$ cat src/rtl/assert_macros.svh
// ----------------------------------------------------------------------------
// assert_macros.svh
// Clocked assertion shorthands used by the sketch RTL.
// ----------------------------------------------------------------------------
`ifndef ASSERT_MACROS_SVH
`define ASSERT_MACROS_SVH

// Check prop at every rising clk edge outside reset.
`define ASSERT_CLK(label, prop, msg) \
    label: assert property (@(posedge clk) disable iff (!rst_n) (prop)) \
        else $error(msg);

// Check prop at every rising clk edge, reset included.
`define ASSERT_ALWAYS(label, prop, msg) \
    label: assert property (@(posedge clk) (prop)) else $error(msg);

`endif

$ cat src/rtl/cucm_pkg.sv
// ----------------------------------------------------------------------------
// cucm_pkg
// Shared constants and types of the conservative-update count-min sketch.
// ----------------------------------------------------------------------------
package cucm_pkg;

    localparam int ROWS_DEF = 4;
    localparam int COLS_DEF = 4096;
    localparam int MAX_ROWS = 4;
    localparam int COL_W    = 12;
    localparam int CNT_W    = 16;
    localparam int DATA_W   = MAX_ROWS * COL_W;

    localparam logic [CNT_W-1:0] CNT_MAX = {CNT_W{1'b1}};

    typedef enum logic
    {
        KIND_INSERT,
        KIND_QUERY
    } kind_t;

    typedef enum logic [2:0]
    {
        S_CLEAR,
        S_IDLE,
        S_QUOT,
        S_REM,
        S_READ,
        S_MIN,
        S_UPD
    } state_t;

    typedef struct packed
    {
        logic             load;
        logic             clr;
        logic             upd;
        logic [CNT_W-1:0] min;
    } lane_ctl_t;

endpackage

$ cat src/rtl/cucm_merge.sv
// ----------------------------------------------------------------------------
// cucm_merge
// Registered minimum over the counters read by all lanes.
// ----------------------------------------------------------------------------
module cucm_merge #(
    parameter int ROWS = cucm_pkg::ROWS_DEF
) (
    input  logic                                clk,
    input  logic [ROWS-1:0][cucm_pkg::CNT_W-1:0] values,
    output logic [cucm_pkg::CNT_W-1:0]          min
);
    import cucm_pkg::*;

    logic [CNT_W-1:0] min_reg;
    logic [CNT_W-1:0] min_next;

    always_comb
    begin
        min_next = CNT_MAX;
        for (int r = 0; r < ROWS; r++)
        begin
            if (values[r] < min_next)
            begin
                min_next = values[r];
            end
        end
    end

    always_ff @(posedge clk)
    begin
        min_reg <= min_next;
    end

    assign min = min_reg;

endmodule

$ cat config.mk
export PLATFORM = sky130hd
export DESIGN_NAME = cucm_merge
export DESIGN_NICKNAME = d
export VERILOG_FILES = /design/src/rtl/assert_macros.svh /design/src/rtl/cucm_pkg.sv /design/src/rtl/cucm_merge.sv
export SDC_FILE = /design/constraint.sdc
export NUM_CORES = 1
export LEC_CHECK = 0
export BUFFER_PORTS_ARGS = -buffer_cell sky130_fd_sc_hd__clkbuf_2
export CAP_MARGIN = 5
export CORE_MARGIN = 4
export CORE_UTILIZATION = 54
export CTS_CLUSTER_SIZE = 10
export DETAILED_ROUTE_END_ITERATION = 6
export PLACE_DENSITY_LB_ADDON = 0.25
export RECOVER_POWER = 50
export SYNTH_ARGS = -nofsm -noshare
export SYNTH_HDL_FRONTEND = slang
export SYNTH_SLANG_ARGS = --single-unit
export TNS_END_PERCENT = 20
$ cat constraint.sdc
create_clock -name clk -period 12.15 [get_ports clk]
set_clock_uncertainty 0.2 [all_clocks]
set_input_delay 0.6075 -clock clk [delete_from_list [all_inputs] [get_ports clk]]
set_output_delay 0.6075 -clock clk [all_outputs]
set_load 0.005 [all_outputs]
==> flow_results.org <==
** Hold path
- Worst hold path class :: in -> reg
- Min-Delay Startpoint :: values[48]

** STA
- Setup violators final :: 0
- At the pin with the least slew margin, the transition time is 1.13 ns.
- Final hold violations :: 0
- The final critical path takes up 61.3% of the cycle.
- For this run, the top clock speed supported by timing is 134 MHz.
- Setup total negative slack on the finished layout was measured at 0 ns.
- Unrepaired setup endpoints after global routing :: false
- Worst slew margin relative to its limit :: 24.2%
- The worst path needs 7.45 ns of the cycle, external delays included.
- The final-report max-slew violation count was 0.

** Clocking
- In this run the number of H-tree levels came out at 1.
- The number of setup buffers added after CTS is 0.
- Cts-stage hold buffer count :: 0
- The number of gates resized after CTS was 0.
- The clock passes through at most 2 buffers.
- CTS clock-pin slew for the worst setup and hold paths :: 0.06 ns
- CTS tree :: built
- CTS saw 16 sinks.
- Total clock buffers created by CTS :: 3
- The tree is rooted in a clkbuf_8.

** Placed design
- Placed instance area :: 2620 um2
- At the end of routability-driven placement, the weighted congestion stood at 0.888.
- Post-detail-place hpwl :: 4.38 mm
- The count of buffers added on input and output ports is 80.

** Route
- # DRC :: 0
- The detailed router finished its first iteration with 69 violations.
- After detailed routing, the average wire length per cell comes to 13.5 um.
- The first detailed-routing pass took 4 iterations.
- Total wire length after detailed routing :: 4.99 mm
- The detail route stage leaves a number of antenna-violating nets equal to 0.
- Count of vias placed by the detailed router :: 2029
- Average via count per standard cell :: 5.48

** Yosys
- Instance count of the mapped netlist :: 242
- Synth Area per Inst :: 9.05 um2
- In this run, synthesis inferred 0 flip-flops with an integrated enable.
- Number of synthesized register bits :: 16
- Synthesized netlist net count :: 349
- Post-synthesis async set-or-reset flop share :: 0%
- In this run the biggest area consumer among cell types represents 24.0% of the synthesized area.
- Cell types with the largest area share after synthesis :: ha_1 24%, mux2i_1 16%, dfxtp_1 15%
- Sequential cells were found to cover 14.6% of the synthesized design area.
- Post-synth top area cell :: ha_1
- The commonest cells after synthesis are 45 x inv_1, 42 x ha_1, 34 x mux2i_1.
- Count of unique library cells instantiated by Yosys :: 44
- After synthesis the cells add up to 2190 um2.
- Yosys printed 0 warnings.
- For this run, the leading register cell type out of synthesis is dfxtp_1.
- Yosys instantiated no cell more often than inv_1.

** Worst setup path
- Element type at the critical path start :: primary input
- At the worst endpoint, the arrival time is 7.38 ns.
- The critical path in this run is classified as in -> reg.
- Data on the critical path is required at its endpoint by 12.08 ns.
- STA classifies the critical path endpoint as a register.
- In this run the worst path has a maximum fanout of 18.
- Source of the critical timing path :: values[15]

** Finish
- Proportion of layout cells with a drive suffix above 1 :: 31.4%
- The number of antenna diodes in the final layout is 0.
- Area of all placed cells without fillers :: 2670 um2
- The register with the most flip-flops in the layout has 16 of them.
- For this run, the post-layout net count is 430.
- Relative to the synthesized area, the layout overhead comes to 21.9%.
- Count of fill cells added during filler insertion :: 325

** Floorplanning
- In this run the vertical extent of the chip is 71.7 um.
- For this configuration, the core starts out at a cell density of 57.7%.
- I/O pin count :: 81
- Die area :: 5140 um2
- The die is 71.7 um wide.
- The initialized floorplan defines 22 standard-cell rows.
- Area of the placeable core :: 3800 um2

** Power and ir drop
- In this run the power density over the cells is 107 nW/um2.
- Combinational logic is responsible for 58.5% of the overall power.
- Sw Share :: 35.7%
- The worst-case IR drop observed on VDD is 0.0359 mV.
- Power share of the sequential group :: 25.5%
- Clock power share :: 16.0%
- The internal power of the cells totals 183 uW.
- In this run the static leakage power is 0.00153 uW.
- Net switching power of the design :: 102 uW

** Global route
- In the global route stage, overall resource usage came out at 19.5%.
- The first global-routing pass estimated 8.18 mm of wire.
- Global routing finished with a remaining overflow of 0.
- Antenna violations before repair :: 0
- Vias in the first global route :: 1941
- Entering global routing, the biggest net connects 19 pins.

** Run
- Maximum capacitance violations :: 0

** Run status
- Outcome :: finished clean
[final timing paths]
kind / endpoint / slack [ns] / cells past startpoint
worst max-delay path: min[2] / 4.70 / 24
worst min-delay path: min[0] / 0.40 / 3
[critical path: stages]
cell and delay, ns:
clkbuf_2 0.09, inv_1 0.04, ha_1 0.29, and4_4 0.20
a41o_1 0.25, a211oi_4 0.32, nand2_4 0.25, mux2i_1 0.29
ha_1 0.29, a21o_1 0.18, a21o_1 0.16, a2111oi_0 0.40
nor3_1 0.12, nor2_1 0.11, nand4_1 0.86, mux2i_1 0.59
inv_1 0.10, ha_1 0.32, nand4_1 0.12, nor2_1 0.16
o2111ai_1 0.17, and3_1 0.25, o31ai_4 0.76, mux2_2 0.42
[metal layers]
metal  wire length, um  global-route usage (%)  vias up
li1                  -                       -     1041
met1              2200                    25.2      917
met5                 0                       0        -
met3               339                    1.54        4
met4                38                    5.01        0
met2              2410                    34.5       67
[through the flow]
step | utilization, % | power (uW) | worst slack [ns] | hold WS [ns] | cells
after floorplan | - | 194 | 5.99 | 0.540 | 242
after global placement | 69.0 | 239 | 4.62 | 0.656 | 366
after detailed placement | 69.0 | 242 | 4.45 | 0.657 | 366
after CTS | 70.5 | 289 | 4.65 | 0.400 | 370
after global routing | 70.3 | 309 | 4.07 | 0.402 | 370
final | 70.3 | 285 | 4.70 | 0.401 | 370
[cells in the final DEF, fill, tap and decap left out, types with 2 or more instances in the layout]
cell type and instances:
clkbuf_8 4, nor2_1 4, inv_1 45, o2111ai_1 2, clkbuf_2 75, nor2b_1 3, o21ai_0 5, clkbuf_1 4
mux2_2 7, nand4_1 8, a21o_1 12, o211ai_1 2, nor3_1 2, ha_1 42, a21oi_1 10, dfxtp_1 16
nor4_1 2, a211oi_1 2, nand2_1 6, nor3b_1 3, nand3_1 2, mux2i_1 34, nand2b_1 2, mux2_4 8
a2111o_1 2
[kinds of logic after synthesis]
group | count (synthesis) | synth area share, %
xor+xnor | 1 | 0.400
fa+ha+maj | 42 | 24.0
simple gates | 40 | 11.2
flops | 16 | 14.6
buf+inv | 49 | 9.02
mux | 49 | 24.6
compound gates | 45 | 16.2
[area by class of cell]
| cell class | instances | area, um2 | share of cell area, % |
|---|---|---|---|
| inverter | 45 | 169 | 6.32 |
| clock buffer | 4 | 55.1 | 2.06 |
| timing repair buffer | 80 | 394 | 14.8 |
| multi-input combinational | 177 | 1670 | 62.6 |
| sequential | 16 | 320 | 12.0 |
| tap | 48 | 60.1 | 2.25 |
[power by group through the flow]
stage               registers [uW]  clock network (uW)  logic (uW)
detailed placement            74.2                   0         168
CTS                           73.0                46.6         170
global placement              73.9                   0         165
global route                  74.4                48.6         186
floorplan                     77.1                   0         117
finish                        72.8                45.7         167
Note: power is estimated with default switching activity, not from simulation.
